## src/hdl/assert_macros.svh

```systemverilog
// Assertion macros shared by the lexer RTL.
// Depends on nothing; files take it by include.
`ifndef ASSERT_MACROS_SVH
`define ASSERT_MACROS_SVH
`ifndef NO_ASSERTIONS
`define SCL_ASSERT(lbl, clk, rst_n, prop, msg) \
  lbl: assert property (@(posedge clk) disable iff (!rst_n) (prop)) else $error(msg);
`define SCL_ASSERT_IMPL(lbl, clk, rst_n, ante, cons, msg) \
  lbl: assert property (@(posedge clk) disable iff (!rst_n) (ante) |-> (cons)) else $error(msg);
`define SCL_ASSERT_NEXT(lbl, clk, rst_n, ante, cons, msg) \
  lbl: assert property (@(posedge clk) disable iff (!rst_n) (ante) |=> (cons)) else $error(msg);
`else
`define SCL_ASSERT(lbl, clk, rst_n, prop, msg)
`define SCL_ASSERT_IMPL(lbl, clk, rst_n, ante, cons, msg)
`define SCL_ASSERT_NEXT(lbl, clk, rst_n, ante, cons, msg)
`endif
`endif

```

## src/hdl/scl_pkg.sv

```systemverilog
// Types, codes and kind tables of the source character lexer.
// Used by every lexer module; depends on nothing.
`timescale 1ns / 1ps
package scl_pkg;

  localparam int unsigned QDepth  = 4;
  localparam int unsigned QPtrW   = 2;
  localparam int unsigned QCntW   = 3;
  localparam logic [15:0] LenMax  = 16'hFFFF;

  typedef enum logic [1:0] {
    MODE_NORMAL  = 2'd0,
    MODE_WORD    = 2'd1,
    MODE_NUMBER  = 2'd2,
    MODE_COMMENT = 2'd3
  } mode_e;

  typedef enum logic [2:0] {
    OP_NONE  = 3'd0,
    OP_PLUS  = 3'd1,
    OP_MINUS = 3'd2,
    OP_STAR  = 3'd3,
    OP_SLASH = 3'd4,
    OP_GT    = 3'd5,
    OP_LT    = 3'd6,
    OP_BANG  = 3'd7
  } op_e;

  typedef enum logic [4:0] {
    KIND_NUMBER   = 5'd0,
    KIND_SPACE    = 5'd1,
    KIND_TAB      = 5'd2,
    KIND_EOL      = 5'd3,
    KIND_EQUALS   = 5'd4,
    KIND_PLUS     = 5'd5,
    KIND_MINUS    = 5'd6,
    KIND_STAR     = 5'd7,
    KIND_SLASH    = 5'd8,
    KIND_GT       = 5'd9,
    KIND_LT       = 5'd10,
    KIND_GE       = 5'd11,
    KIND_LE       = 5'd12,
    KIND_PLUS_EQ  = 5'd13,
    KIND_MINUS_EQ = 5'd14,
    KIND_STAR_EQ  = 5'd15,
    KIND_SLASH_EQ = 5'd16,
    KIND_NE       = 5'd17,
    KIND_BANG     = 5'd18,
    KIND_COMMENT  = 5'd19,
    KIND_WORD     = 5'd20
  } kind_e;

  typedef struct packed {
    logic [7:0] byte_in;
    logic       end_of_source;
  } in_t;

  typedef struct packed {
    logic [4:0]  token_kind;
    logic [15:0] start_pos;
    logic [15:0] span_len;
    logic        run_end;
  } out_t;

  // All words caused by one input byte
  typedef struct packed {
    logic [1:0]       count;
    out_t [1:0]       toks;
  } bundle_t;

  typedef struct packed {
    logic full;
    logic valid;
  } q_stat_t;

  function automatic kind_e single_kind(op_e op);
    kind_e k;
    unique case (op)
      OP_PLUS:  k = KIND_PLUS;
      OP_MINUS: k = KIND_MINUS;
      OP_STAR:  k = KIND_STAR;
      OP_SLASH: k = KIND_SLASH;
      OP_GT:    k = KIND_GT;
      OP_LT:    k = KIND_LT;
      OP_BANG:  k = KIND_BANG;
      default:  k = KIND_NUMBER;
    endcase
    return k;
  endfunction

  function automatic kind_e compound_kind(op_e op);
    kind_e k;
    unique case (op)
      OP_PLUS:  k = KIND_PLUS_EQ;
      OP_MINUS: k = KIND_MINUS_EQ;
      OP_STAR:  k = KIND_STAR_EQ;
      OP_SLASH: k = KIND_SLASH_EQ;
      OP_GT:    k = KIND_GE;
      OP_LT:    k = KIND_LE;
      OP_BANG:  k = KIND_NE;
      default:  k = KIND_NUMBER;
    endcase
    return k;
  endfunction

  function automatic kind_e open_kind(mode_e m);
    kind_e k;
    unique case (m)
      MODE_WORD:   k = KIND_WORD;
      MODE_NUMBER: k = KIND_NUMBER;
      default:     k = KIND_COMMENT;
    endcase
    return k;
  endfunction

  function automatic out_t make_tok(kind_e kind, logic [15:0] start, logic [15:0] len);
    out_t t;
    t.token_kind = kind;
    t.start_pos  = start;
    t.span_len   = len;
    t.run_end    = 1'b0;
    return t;
  endfunction

endpackage

```

## src/hdl/source_char_lexer.sv

```systemverilog
// Source character lexer: one source byte in, tokens out one per cycle while not stalled.
// Input word: byte_in and end_of_source; accepted when in_valid_i is high and
// in_stall_o is low. Output word: token_kind, start_pos, span_len, run_end;
// taken when out_valid_o is high and out_stall_i is low.
// Each byte causes zero, one or two tokens; run_end marks the last token of
// a byte, and end_of_source flushes any open token and held operator and
// restarts positions at zero for the next source.
// Path: an accepted byte's bundle is written into the bundle queue, and its first
// token is then loaded into the output register once that register is free.
// Throughput: one byte per cycle while bytes cause at most one token and the
// receiver does not stall; a byte with two tokens passes them one after the other
// through the single output register. The four-entry bundle queue absorbs such
// bursts; when it is full in_stall_o rises. An operator byte yields its token only
// when the next byte arrives or when it carries end_of_source itself. A stalled
// receiver holds the output word; the front keeps taking bytes until the queue fills.
// Reset: lexer mode normal, position zero, no held operator, queue and output
// empty. No clearing pass is needed.
// Depends on scl_pkg, scl_front, scl_queue, scl_back and assert_macros.svh.
`timescale 1ns / 1ps
`include "assert_macros.svh"
module source_char_lexer #(
  parameter int unsigned POS_WIDTH = 16
) (
  input  logic           clk_i,
  input  logic           rst_ni,
  input  logic           in_valid_i,
  output logic           in_stall_o,
  input  scl_pkg::in_t   in_data_i,
  output logic           out_valid_o,
  input  logic           out_stall_i,
  output scl_pkg::out_t  out_data_o
);

  logic              q_push;
  logic              q_pop;
  scl_pkg::bundle_t  q_bundle;
  scl_pkg::bundle_t  q_head;
  scl_pkg::q_stat_t  q_stat;
  logic              split_take;

  scl_front #(
    .POS_WIDTH (POS_WIDTH)
  ) u_front (
    .clk_i      (clk_i),
    .rst_ni     (rst_ni),
    .in_valid_i (in_valid_i),
    .in_stall_o (in_stall_o),
    .in_data_i  (in_data_i),
    .q_stat_i   (q_stat),
    .push_o     (q_push),
    .bundle_o   (q_bundle)
  );

  scl_queue u_queue (
    .clk_i    (clk_i),
    .rst_ni   (rst_ni),
    .push_i   (q_push),
    .bundle_i (q_bundle),
    .pop_i    (q_pop),
    .head_o   (q_head),
    .stat_o   (q_stat)
  );

  scl_back u_back (
    .clk_i       (clk_i),
    .rst_ni      (rst_ni),
    .head_i      (q_head),
    .q_stat_i    (q_stat),
    .pop_o       (q_pop),
    .out_valid_o (out_valid_o),
    .out_stall_i (out_stall_i),
    .out_data_o  (out_data_o)
  );

  // Flag a taken token that is not the last of its byte
  assign split_take = out_valid_o && !out_stall_i && !out_data_o.run_end;

  // Never pop an empty queue, never push an empty bundle
  `SCL_ASSERT_IMPL(a_pop_valid, clk_i, rst_ni, q_pop, q_stat.valid, "pop from empty queue")
  `SCL_ASSERT_IMPL(a_push_count, clk_i, rst_ni, q_push, q_bundle.count != 2'd0, "empty push")
  // A taken token without run_end is followed at once by the rest of its byte
  `SCL_ASSERT_NEXT(a_run_follow, clk_i, rst_ni, split_take, out_valid_o, "second token missing")

endmodule

```

## src/hdl/scl_front.sv

```systemverilog
// Lexer front end: accepts bytes, keeps lexer state, builds word bundles.
// Depends on scl_pkg.
`timescale 1ns / 1ps
module scl_front #(
  parameter int unsigned POS_WIDTH = 16
) (
  input  logic              clk_i,
  input  logic              rst_ni,
  input  logic              in_valid_i,
  output logic              in_stall_o,
  input  scl_pkg::in_t      in_data_i,
  input  scl_pkg::q_stat_t  q_stat_i,
  output logic              push_o,
  output scl_pkg::bundle_t  bundle_o
);

  localparam logic [7:0] ChHash  = 8'h23;
  localparam logic [7:0] ChEq    = 8'h3D;
  localparam logic [7:0] ChPlus  = 8'h2B;
  localparam logic [7:0] ChMinus = 8'h2D;
  localparam logic [7:0] ChStar  = 8'h2A;
  localparam logic [7:0] ChSlash = 8'h2F;
  localparam logic [7:0] ChGt    = 8'h3E;
  localparam logic [7:0] ChLt    = 8'h3C;
  localparam logic [7:0] ChBang  = 8'h21;
  localparam logic [7:0] ChLf    = 8'h0A;
  localparam logic [7:0] ChCr    = 8'h0D;
  localparam logic [7:0] ChTab   = 8'h09;
  localparam logic [7:0] ChSpace = 8'h20;

  scl_pkg::mode_e         mode_q, mode_d;
  logic [POS_WIDTH-1:0]   pos_q, pos_d;
  logic [POS_WIDTH-1:0]   start_q, start_d;
  scl_pkg::op_e           held_q, held_d;
  logic                   lws_q, lws_d;
  logic [15:0]            cnt_q, cnt_d;
  logic                   accept;
  logic [1:0]             n;
  scl_pkg::out_t [1:0]    toks;

  function automatic logic [15:0] to_out(logic [POS_WIDTH-1:0] p);
    logic [31:0] w;
    w = 32'(p);
    return w[15:0];
  endfunction

  function automatic scl_pkg::op_e op_code(logic [7:0] b);
    scl_pkg::op_e op;
    unique case (b)
      ChPlus:  op = scl_pkg::OP_PLUS;
      ChMinus: op = scl_pkg::OP_MINUS;
      ChStar:  op = scl_pkg::OP_STAR;
      ChSlash: op = scl_pkg::OP_SLASH;
      ChGt:    op = scl_pkg::OP_GT;
      ChLt:    op = scl_pkg::OP_LT;
      ChBang:  op = scl_pkg::OP_BANG;
      default: op = scl_pkg::OP_NONE;
    endcase
    return op;
  endfunction

  assign in_stall_o = q_stat_i.full;
  assign accept     = in_valid_i && !q_stat_i.full;

  // Classify the byte and work out the next state and the words it causes
  always_comb begin
    logic [7:0]           b;
    logic                 last;
    logic [POS_WIDTH-1:0] pos;
    logic                 alpha;
    logic                 digit;
    logic                 blank;
    logic                 is_op;
    logic                 hash;
    logic                 consumed;
    b        = in_data_i.byte_in;
    last     = in_data_i.end_of_source;
    pos      = pos_q;
    alpha    = (b >= 8'h61 && b <= 8'h7A) || (b >= 8'h41 && b <= 8'h5A);
    digit    = (b >= 8'h30 && b <= 8'h39);
    blank    = (b == ChSpace) || (b == ChTab) || (b == ChLf) || (b == ChCr);
    is_op    = (b == ChEq) || (op_code(b) != scl_pkg::OP_NONE);
    hash     = (b == ChHash);
    consumed = 1'b0;
    n        = 2'd0;
    toks     = '0;
    mode_d   = mode_q;
    start_d  = start_q;
    held_d   = held_q;
    lws_d    = lws_q;
    cnt_d    = cnt_q;

    // Resolve a held operator against this byte
    if (held_d != scl_pkg::OP_NONE) begin
      if (b == ChEq) begin
        toks[n[0]] = scl_pkg::make_tok(scl_pkg::compound_kind(held_d), to_out(start_d), 16'd0);
        consumed   = 1'b1;
      end else begin
        toks[n[0]] = scl_pkg::make_tok(scl_pkg::single_kind(held_d), to_out(start_d), 16'd0);
      end
      n      = n + 2'd1;
      lws_d  = 1'b0;
      held_d = scl_pkg::OP_NONE;
    end

    if (!consumed) begin
      if (mode_d == scl_pkg::MODE_COMMENT) begin
        // End a comment on newline only; end of source also flushes it below
        if (b == ChLf) begin
          toks[n[0]] = scl_pkg::make_tok(scl_pkg::KIND_COMMENT, to_out(start_d), cnt_d);
          n          = n + 2'd1;
          toks[n[0]] = scl_pkg::make_tok(scl_pkg::KIND_EOL, to_out(pos), 16'd0);
          n          = n + 2'd1;
          lws_d      = 1'b0;
          mode_d     = scl_pkg::MODE_NORMAL;
        end
      end else begin
        // Close an open word or number, and enter comment mode on a hash
        if (mode_d != scl_pkg::MODE_NORMAL && (blank || is_op || hash)) begin
          toks[n[0]] = scl_pkg::make_tok(scl_pkg::open_kind(mode_d), to_out(start_d), cnt_d);
          n          = n + 2'd1;
          lws_d      = 1'b0;
          mode_d     = scl_pkg::MODE_NORMAL;
          if (hash) begin
            mode_d  = scl_pkg::MODE_COMMENT;
            start_d = pos;
            cnt_d   = 16'd0;
          end
        end else if (mode_d == scl_pkg::MODE_NORMAL && hash) begin
          mode_d  = scl_pkg::MODE_COMMENT;
          start_d = pos;
          cnt_d   = 16'd0;
        end
        // Handle the byte outside any token
        if (mode_d == scl_pkg::MODE_NORMAL && !hash) begin
          if (alpha || digit) begin
            mode_d  = alpha ? scl_pkg::MODE_WORD : scl_pkg::MODE_NUMBER;
            start_d = pos;
            cnt_d   = 16'd0;
          end else if (b == ChSpace) begin
            if (!lws_d) begin
              toks[n[0]] = scl_pkg::make_tok(scl_pkg::KIND_SPACE, to_out(pos), 16'd0);
              n          = n + 2'd1;
              lws_d      = 1'b1;
            end
          end else if (b == ChTab) begin
            toks[n[0]] = scl_pkg::make_tok(scl_pkg::KIND_TAB, to_out(pos), 16'd0);
            n          = n + 2'd1;
            lws_d      = 1'b0;
          end else if (b == ChLf || b == ChCr) begin
            toks[n[0]] = scl_pkg::make_tok(scl_pkg::KIND_EOL, to_out(pos), 16'd0);
            n          = n + 2'd1;
            lws_d      = 1'b0;
          end else if (b == ChEq) begin
            toks[n[0]] = scl_pkg::make_tok(scl_pkg::KIND_EQUALS, to_out(pos), 16'd0);
            n          = n + 2'd1;
            lws_d      = 1'b0;
          end else if (is_op) begin
            held_d  = op_code(b);
            start_d = pos;
          end
        end
      end
      // Count token length, saturating
      if (mode_d != scl_pkg::MODE_NORMAL && cnt_d != scl_pkg::LenMax) begin
        cnt_d = cnt_d + 16'd1;
      end
    end

    pos_d = pos + POS_WIDTH'(1);

    // Flush at end of source and return to reset state
    if (last) begin
      if (mode_d != scl_pkg::MODE_NORMAL) begin
        toks[n[0]] = scl_pkg::make_tok(scl_pkg::open_kind(mode_d), to_out(start_d), cnt_d);
        n          = n + 2'd1;
      end
      if (held_d != scl_pkg::OP_NONE) begin
        toks[n[0]] = scl_pkg::make_tok(scl_pkg::single_kind(held_d), to_out(start_d), 16'd0);
        n          = n + 2'd1;
      end
      mode_d  = scl_pkg::MODE_NORMAL;
      pos_d   = '0;
      start_d = '0;
      held_d  = scl_pkg::OP_NONE;
      lws_d   = 1'b0;
      cnt_d   = 16'd0;
    end

    // Mark the last word of this byte
    if (n == 2'd1) begin
      toks[0].run_end = 1'b1;
    end else if (n == 2'd2) begin
      toks[1].run_end = 1'b1;
    end
  end

  assign push_o         = accept && (n != 2'd0);
  assign bundle_o.count = n;
  assign bundle_o.toks  = toks;

  // Advance lexer state on each accepted byte
  always_ff @(posedge clk_i or negedge rst_ni) begin
    if (!rst_ni) begin
      mode_q  <= scl_pkg::MODE_NORMAL;
      pos_q   <= '0;
      start_q <= '0;
      held_q  <= scl_pkg::OP_NONE;
      lws_q   <= 1'b0;
      cnt_q   <= 16'd0;
    end else if (accept) begin
      mode_q  <= mode_d;
      pos_q   <= pos_d;
      start_q <= start_d;
      held_q  <= held_d;
      lws_q   <= lws_d;
      cnt_q   <= cnt_d;
    end
  end

endmodule

```

## src/hdl/scl_queue.sv

```systemverilog
// Short bundle queue between lexer front end and output back end.
// Depends on scl_pkg.
`timescale 1ns / 1ps
module scl_queue (
  input  logic              clk_i,
  input  logic              rst_ni,
  input  logic              push_i,
  input  scl_pkg::bundle_t  bundle_i,
  input  logic              pop_i,
  output scl_pkg::bundle_t  head_o,
  output scl_pkg::q_stat_t  stat_o
);

  scl_pkg::bundle_t                mem_q [scl_pkg::QDepth];
  logic [scl_pkg::QPtrW-1:0]       wr_ptr_q;
  logic [scl_pkg::QPtrW-1:0]       rd_ptr_q;
  logic [scl_pkg::QCntW-1:0]       cnt_q;

  assign head_o       = mem_q[rd_ptr_q];
  assign stat_o.full  = (cnt_q == scl_pkg::QCntW'(scl_pkg::QDepth));
  assign stat_o.valid = (cnt_q != '0);

  // Store pushed bundles
  always_ff @(posedge clk_i) begin
    if (push_i) begin
      mem_q[wr_ptr_q] <= bundle_i;
    end
  end

  // Advance pointers and fill count
  always_ff @(posedge clk_i or negedge rst_ni) begin
    if (!rst_ni) begin
      wr_ptr_q <= '0;
      rd_ptr_q <= '0;
      cnt_q    <= '0;
    end else begin
      if (push_i) begin
        wr_ptr_q <= wr_ptr_q + scl_pkg::QPtrW'(1);
      end
      if (pop_i) begin
        rd_ptr_q <= rd_ptr_q + scl_pkg::QPtrW'(1);
      end
      if (push_i && !pop_i) begin
        cnt_q <= cnt_q + scl_pkg::QCntW'(1);
      end else if (pop_i && !push_i) begin
        cnt_q <= cnt_q - scl_pkg::QCntW'(1);
      end
    end
  end

endmodule

```

## src/hdl/scl_back.sv

```systemverilog
// Lexer back end: splits bundles into single words on the output register.
// Depends on scl_pkg.
`timescale 1ns / 1ps
module scl_back (
  input  logic              clk_i,
  input  logic              rst_ni,
  input  scl_pkg::bundle_t  head_i,
  input  scl_pkg::q_stat_t  q_stat_i,
  output logic              pop_o,
  output logic              out_valid_o,
  input  logic              out_stall_i,
  output scl_pkg::out_t     out_data_o
);

  logic           out_valid_q, out_valid_d;
  scl_pkg::out_t  out_q, out_d;
  logic           sel_q, sel_d;
  logic           load;
  logic           take;
  logic           last_of_bundle;

  assign load           = !out_valid_q || !out_stall_i;
  assign take           = load && q_stat_i.valid;
  assign last_of_bundle = sel_q || (head_i.count == 2'd1);
  assign pop_o          = take && last_of_bundle;

  // Pick the next word of the head bundle
  always_comb begin
    out_valid_d = out_valid_q;
    out_d       = out_q;
    sel_d       = sel_q;
    if (take) begin
      out_valid_d = 1'b1;
      out_d       = head_i.toks[sel_q];
      sel_d       = !last_of_bundle;
    end else if (load) begin
      out_valid_d = 1'b0;
    end
  end

  // Hold the output word
  always_ff @(posedge clk_i or negedge rst_ni) begin
    if (!rst_ni) begin
      out_valid_q <= 1'b0;
      sel_q       <= 1'b0;
    end else begin
      out_valid_q <= out_valid_d;
      sel_q       <= sel_d;
    end
  end

  always_ff @(posedge clk_i) begin
    out_q <= out_d;
  end

  assign out_valid_o = out_valid_q;
  assign out_data_o  = out_q;

endmodule
```

## config.mk

```make
export PLATFORM = sky130hd
export DESIGN_NAME = source_char_lexer
export DESIGN_NICKNAME = d
export VERILOG_FILES = /design/src/hdl/scl_pkg.sv /design/src/hdl/source_char_lexer.sv /design/src/hdl/scl_front.sv /design/src/hdl/scl_queue.sv /design/src/hdl/scl_back.sv
export VERILOG_INCLUDE_DIRS = /design/src /design/src/hdl
export SDC_FILE = /design/constraint.sdc
export NUM_CORES = 1
export LEC_CHECK = 0
export BUFFER_PORTS_ARGS = -buffer_cell sky130_fd_sc_hd__buf_2
export CAP_MARGIN = 15
export CORE_UTILIZATION = 38
export CTS_CLUSTER_SIZE = 25
export DETAILED_ROUTE_END_ITERATION = 16
export PLACE_DENSITY = 0.64
export SLEW_MARGIN = 0
export SYNTH_ARGS = -nofsm -noshare
export SYNTH_HDL_FRONTEND = slang
export SYNTH_SLANG_ARGS = --single-unit
```

## constraint.sdc

```tcl
create_clock -name clk_i -period 5.4 [get_ports clk_i]
set_clock_uncertainty 0.05 [all_clocks]
set_input_delay 0.54 -clock clk_i [delete_from_list [all_inputs] [get_ports clk_i]]
set_output_delay 0.54 -clock clk_i [all_outputs]
set_load 0.005 [all_outputs]
```

# Yosys cells after proc, flatten, opt, wreduce, memory -nomap -nowiden
# Memories as Yosys holds them, arrays and structs flattened.
# Cells that the tools add are included.
# word_totals
ff_bits,101
mem_bits_rw,312
inputBits,13
out_inout_bits,40
wordCells,273
n_memories,1
# mem_list
memory,depth,width,rd,rd_ports_with_merged_regs,write_ports,line_no,rtl
u_queue.mem_q,4,78,1,0,1,scl_queue.sv:14,scl_pkg::bundle_t mem_q [scl_pkg::QDepth];
# op_classes
add_sub_neg,11
n_lt_le_gt_ge,17
n_eq_ne,37
muxes,144
n_reduce_logical,48
# op_table
op,count
$mux W76,17
$bwmux W76,9
$mux W16,24
$mux W38,9
$demux W38 S1,5
$pmux W5 S7,3
$eq A8 B6 Y1 const B,10
$mux W2,30
$mux W3,13
$mux W5,7
$add A16 B1 Y16 const B,2
$eq A3 B3 Y1 const B,9
$eq A8 B4 Y1 const B,3
$mux W1,24
$pmux W3 S7,1
$pmux W5 S2,2
$logic_and A1 B1 Y1,18
$ge A8 B7 Y1 const B,2
$le A8 B7 Y1 const B,2
$ne A16 B16 Y1 const B,1
$add A2 B1 Y2 const B,6
$eq A3 B2 Y1 const B,4
$lt A1 B2 Y1 const B,6
$reduce_bool A2 Y1,6
13 further kinds,44

# Longest topological paths before layout
# logic_depth
depth_word,31
ltp_mapped,22
ltp_nobuf,20

# Cells and area by module
# From an unflattened synthesis, not the netlist that was laid out.
# hier_totals
hier_cells,1631
area_unflattened_um2,20686.1
# by_module_without_submodules
mod,n_inst,cells_per_inst,area_per_inst_um2,seq_area_each_um2
scl_queue,1,442,11736.3,9544.2
scl_front,1,1100,7254.5,1351.3
scl_back,1,89,1695.4,1191.1

# Worst setup path before layout
# OpenSTA, ideal clock, no wires.
# synth_path
path_type,input port to flip-flop
from,in in_data_i[1] (netlist bit)
to,"mem u_queue.mem_q[2][0] (netlist bit), enable pin"
setup_ps,445
t_arrival_ps,5301
t_required_ps,4905
setup_slack_ps,-396
path_stages,17
path_buffers,3
path_cell_list,buf_2 buf_2 and3b_1 o21ai_0 a211o_1 nand2_1 inv_1 clkbuf_1 a21oi_1 o21ai_0 o21ai_0 inv_1 ha_1 nor2_1 a32o_1 nor3_4 and2_1
# synth_between
elab_chain_cells,29
word_cells_on_any_way,90
cone_classes,add/sub (3); order compare (6); eq/ne (13); mux (46); reduce/logical (22)
# synth_lines
element,line_no,rtl
start: declaration,source_char_lexer.sv:28,"input scl_pkg::in_t in_data_i,"
$eq A8 B6 Y1 (tied with other cells),scl_front.sv:49,unique case (b)
$pmux W3 S7 / $logic_or A1 B1 Y1 (equally long branches),"scl_front.sv:49, scl_front.sv:81",
$reduce_bool A3 Y1 / $logic_or A1 B1 Y1 (equally long branches),"scl_front.sv:82, scl_front.sv:81",
"$logic_or A1 B1 Y1, on equally long branches","scl_front.sv:82, scl_front.sv:81",
$logic_or A1 B1 Y1 (2 in series),scl_front.sv:119,if (mode_d != scl_pkg::MODE_NORMAL && (blank || is_op || hash)) begin
$logic_and A1 B1 Y1,scl_front.sv:119,
$mux W2,scl_front.sv:119,
$mux W2,scl_front.sv:107,if (mode_d == scl_pkg::MODE_COMMENT) begin
[... 13 more ...],-,
$add A2 B1 Y2,scl_front.sv:180,n = n + 2'd1;
$mux W2,scl_front.sv:178,if (held_d != scl_pkg::OP_NONE) begin
$mux W2 *,scl_front.sv:173,if (last) begin
$reduce_bool A2 Y1 *,scl_front.sv:198,assign push_o = accept && (n != 2'd0);
$logic_and A1 B1 Y1 *,scl_front.sv:198,
via q_push,source_char_lexer.sv:34,logic q_push;
$mux W1 *,scl_queue.sv:25,if (push_i) begin
$mux W1 (not written as such) *,scl_queue.sv:26,mem_q[wr_ptr_q] <= bundle_i;
end: declaration,scl_queue.sv:14,
# Mark *: on every way through the listed nets, which the timed path passes. The rest lies on a longest branch. The select of a mux whose other input is x is not followed.

==> flow_summary.yaml <==
routing:
  vias: 14200
  antenna_left: 0
  drc: 0
  drtPass1Iterations: 6
  first_iter_violations: 1221
  viasPerCell: 5.89
  post_drt_wl_per_cell_um: 21.9
  wirelength_um: 52600
setup_path:
  path_max_fanout: 10
  critPathKind: "reg -> reg"
  arrival_ps: 5210
  r2r_cells: 17
  r2r_slack_ps: 380
  r2r-start: "u_front.mode_q[1]"
  end_kind: "flop"
  start_kind: "flop"
  required_ps: 5590
  timing.rr.end: "u_queue.mem_q[0][5]"
layout:
  final_layout_size_suffix_gt1_share_pct: 19.9
  postLayoutCoreUtil_pct: 43.2
  diodes: 0
  fin_nets: 1709
  syn2layout_area_growth_pct: 12.5
  layout_common_cells: "edfxtp_1 (350), nand2_1 (198), o21ai_0 (131)"
  final_common_cell: "edfxtp_1"
sta:
  min_period_over_period_pct: 92.9
  tightest_slew_ps: 886
  finalHoldViolations: 0
  drv_slew: 0
  rsz0062_at_grt: "false"
  timing.fmax_mhz: 199
  fin_setup_tns_ps: 0
  setup_viol: 0
  min_period_ps: 5020
  setup_ws_ps: 384
  timing.slew.headroom_pct: 41.0
power:
  irDropWorstVdd_mv: 0.271
  power_mw: 9.93
  leakage_nw: 8.10
  powerDensity_nw_per_um2: 427
floorplan:
  dieArea_um2: 55300
  die_w_um: 235
  std_cell_rows: 85
  coreArea_um2: 53800
  io_pins: 53
  fp.dieH_um: 235
  start_util_pct: 38.4
synthesis:
  synthesis.nets: 1689
  synth_seq_cells: 413
  synth_warnings: 0
  synth_cell_type_count: 87
  synth.avg_cell_area_um2: 12.5
  synthArstFlopShare_pct: 15.3
  synth.yosys.seq_area_share_pct: 58.5
  synth_edf_count: 350
  syn_area_um2: 20700
  netlist_instances: 1659
  synth_top_flop_cell: "edfxtp_1"
clock_network:
  insertion_delay_ps: 540
  cts_made_buffers: 40
  cts_tree: "built"
  clockBufferDepth: 3
  htree_levels: 2
  clock_sinks: 413
  cts-root-buf: "clkbuf_16"
  clkSlewWorstSetupHoldPaths_ps: 60
placed_design:
  place_hpwl_um: 33500
  routabilityCongestion: 0.931
  portBuffers: 52
  dp_slack_ps: 77.2
global_route:
  grt_max_degree: 55
  grt_pass1_vias: 14000
  grt_overflow: 0
  antenna_found_initial: 0
  grt_usage_pct: 18.9
  grt_first_pass_wirelength_um: 82200
hold_path:
  hold_path_depth: 3
  worst_hold_path.endpoint: "u_back.out_valid_o"
  min_from: "out_stall_i"
  hold_path_class: "in -> reg"
flow_run:
  maxCapViolCount: 0
run_status:
  status: "finished, final reports clean"
[final cells by class]
class / instances / area [um2]
Inverter: 34 / 128
Clock inverter: 19 / 280
Timing Repair Buffer: 119 / 866
Multi-Input combinational cell: 1071 / 7920
Tap cell: 696 / 871
Fill cell: 4857 / 30600
Sequential cell: 413 / 12100
Clock buffer: 52 / 1090
[sequential cells by signal (all words and copies together), names as in the netlist, 2 cells and up]
register           cells
u_queue.cnt_q          3
u_front.start_q       16
u_back.out_data_o     38
u_front.pos_q         16
u_front.mode_q         2
u_front.held_q         3
u_queue.rd_ptr_q       2
u_queue.mem_q        312
u_queue.wr_ptr_q       2
u_front.cnt_q         16
[per-stage QoR]
stage / std cells / hold WS, ps / instance area, um2
3_3_place_gp: 2332 / 402 / 21800
4_1_cts: 2404 / 185 / 23200
6_report: 2404 / 191 / 23200
5_1_grt: 2404 / 198 / 23200
2_1_floorplan: 1659 / 194 / 20700
3_5_place_dp: 2332 / 405 / 21800
[worst max-delay path, cell delays in order (launching register included)]
cell and delay, ps:
dfrtp_1 450, inv_1 140, ha_1 320, buf_4 200, a211o_1 320, buf_4 170, nand2_1 290, inv_1 140
a21oi_1 170, o21ai_0 90, o21ai_0 220, inv_1 120, ha_1 310, nor4_4 350, buf_4 210, nand3_1 300
buf_4 320, o31ai_1 550
[how the worst max path moves through the flow]
stage                                  from                   end  slack, ps  depth (start not counted)
after floorplan                in_data_i[4]   u_queue.mem_q[0][6]        430                         19
after global placement         in_data_i[3]  u_queue.mem_q[0][16]        160                         17
after detailed placement       in_data_i[3]  u_queue.mem_q[3][16]         80                         17
after CTS                 u_front.mode_q[0]  u_queue.mem_q[3][16]        320                         18
after global routing      u_front.mode_q[0]  u_queue.mem_q[0][10]         40                         19
final                     u_front.mode_q[1]   u_queue.mem_q[0][5]        380                         17
[report_power, final]
part           internal [mW]  switching [mW]  leakage (nW)
clock network           1.76            1.17         0.666
registers               4.01           0.394          4.14
logic                   1.24            1.35          3.30
total                   7.01            2.91          8.10
[metal layers]
metal,part of all wire (%),global-route usage (%),wire length (um),vias up
li1,-,-,-,6400
met1,45,26.7,23400,7151
met2,47,30.1,24500,531
met3,6.7,3.18,3520,89
met4,2.1,5.22,1110,0
met5,0,0,0,-
[Yosys cell counts, types with 4 or more instances]
cell	count	area (um2)
edfxtp_1	350	10500
nand2_1	198	743
o21ai_0	132	661
clkbuf_1	106	398
a21oi_1	94	470
nor2_1	82	308
mux4_2	76	1710
dfrtp_1	63	1580
nand3_1	47	235
mux2_2	41	462
a22oi_1	35	263
o22ai_1	34	213
inv_1	33	124
mux2i_1	33	330
o31ai_1	19	143
and3_1	16	100
ha_1	16	200
nor3_1	16	80.1
buf_1	14	52.6
buf_2	13	65.1
nand4_1	12	75.1
or3_1	12	75.1
xor2_1	12	105
a31oi_1	11	68.8
nor2b_1	11	68.8
and2_1	10	62.6
nand2b_1	10	62.6
o221a_1	10	113
xnor2_1	10	87.6
a32oi_1	8	70.1
o221ai_1	8	70.1
o2bb2ai_1	7	61.3
a21o_1	6	45.0
nor4_1	6	37.5
o211ai_1	6	45.0
nor3b_1	5	37.5
a311o_1	4	40.0
and4_1	4	35.0
o21ai_1	4	20.0
o21ai_2	4	35.0
o221a_2	4	45.0
[cell families (layout without fill, tap and decap cells)]
family / Yosys count / count (layout) / synth area share [%]
mux: 150 / 150 / 12.1
flops: 413 / 413 / 58.5
fa+ha+maj: 18 / 18 / 1.11
simple gates: 455 / 455 / 10.7
compound gates: 426 / 426 / 13.2
buf+inv: 175 / 224 / 3.43
xor+xnor: 22 / 22 / 0.933
[timing repair]
| action | in CTS | in global routing |
|---|---|---|
| gates resized for setup | 0 | 5 |
| setup buffers | 0 | 0 |
| hold buffers | 1 | 0 |
| hold endpoints to repair | 9 | 0 |
| endpoints found under the setup margin | 0 | 40 |
Power figures use the tool's default switching activity.
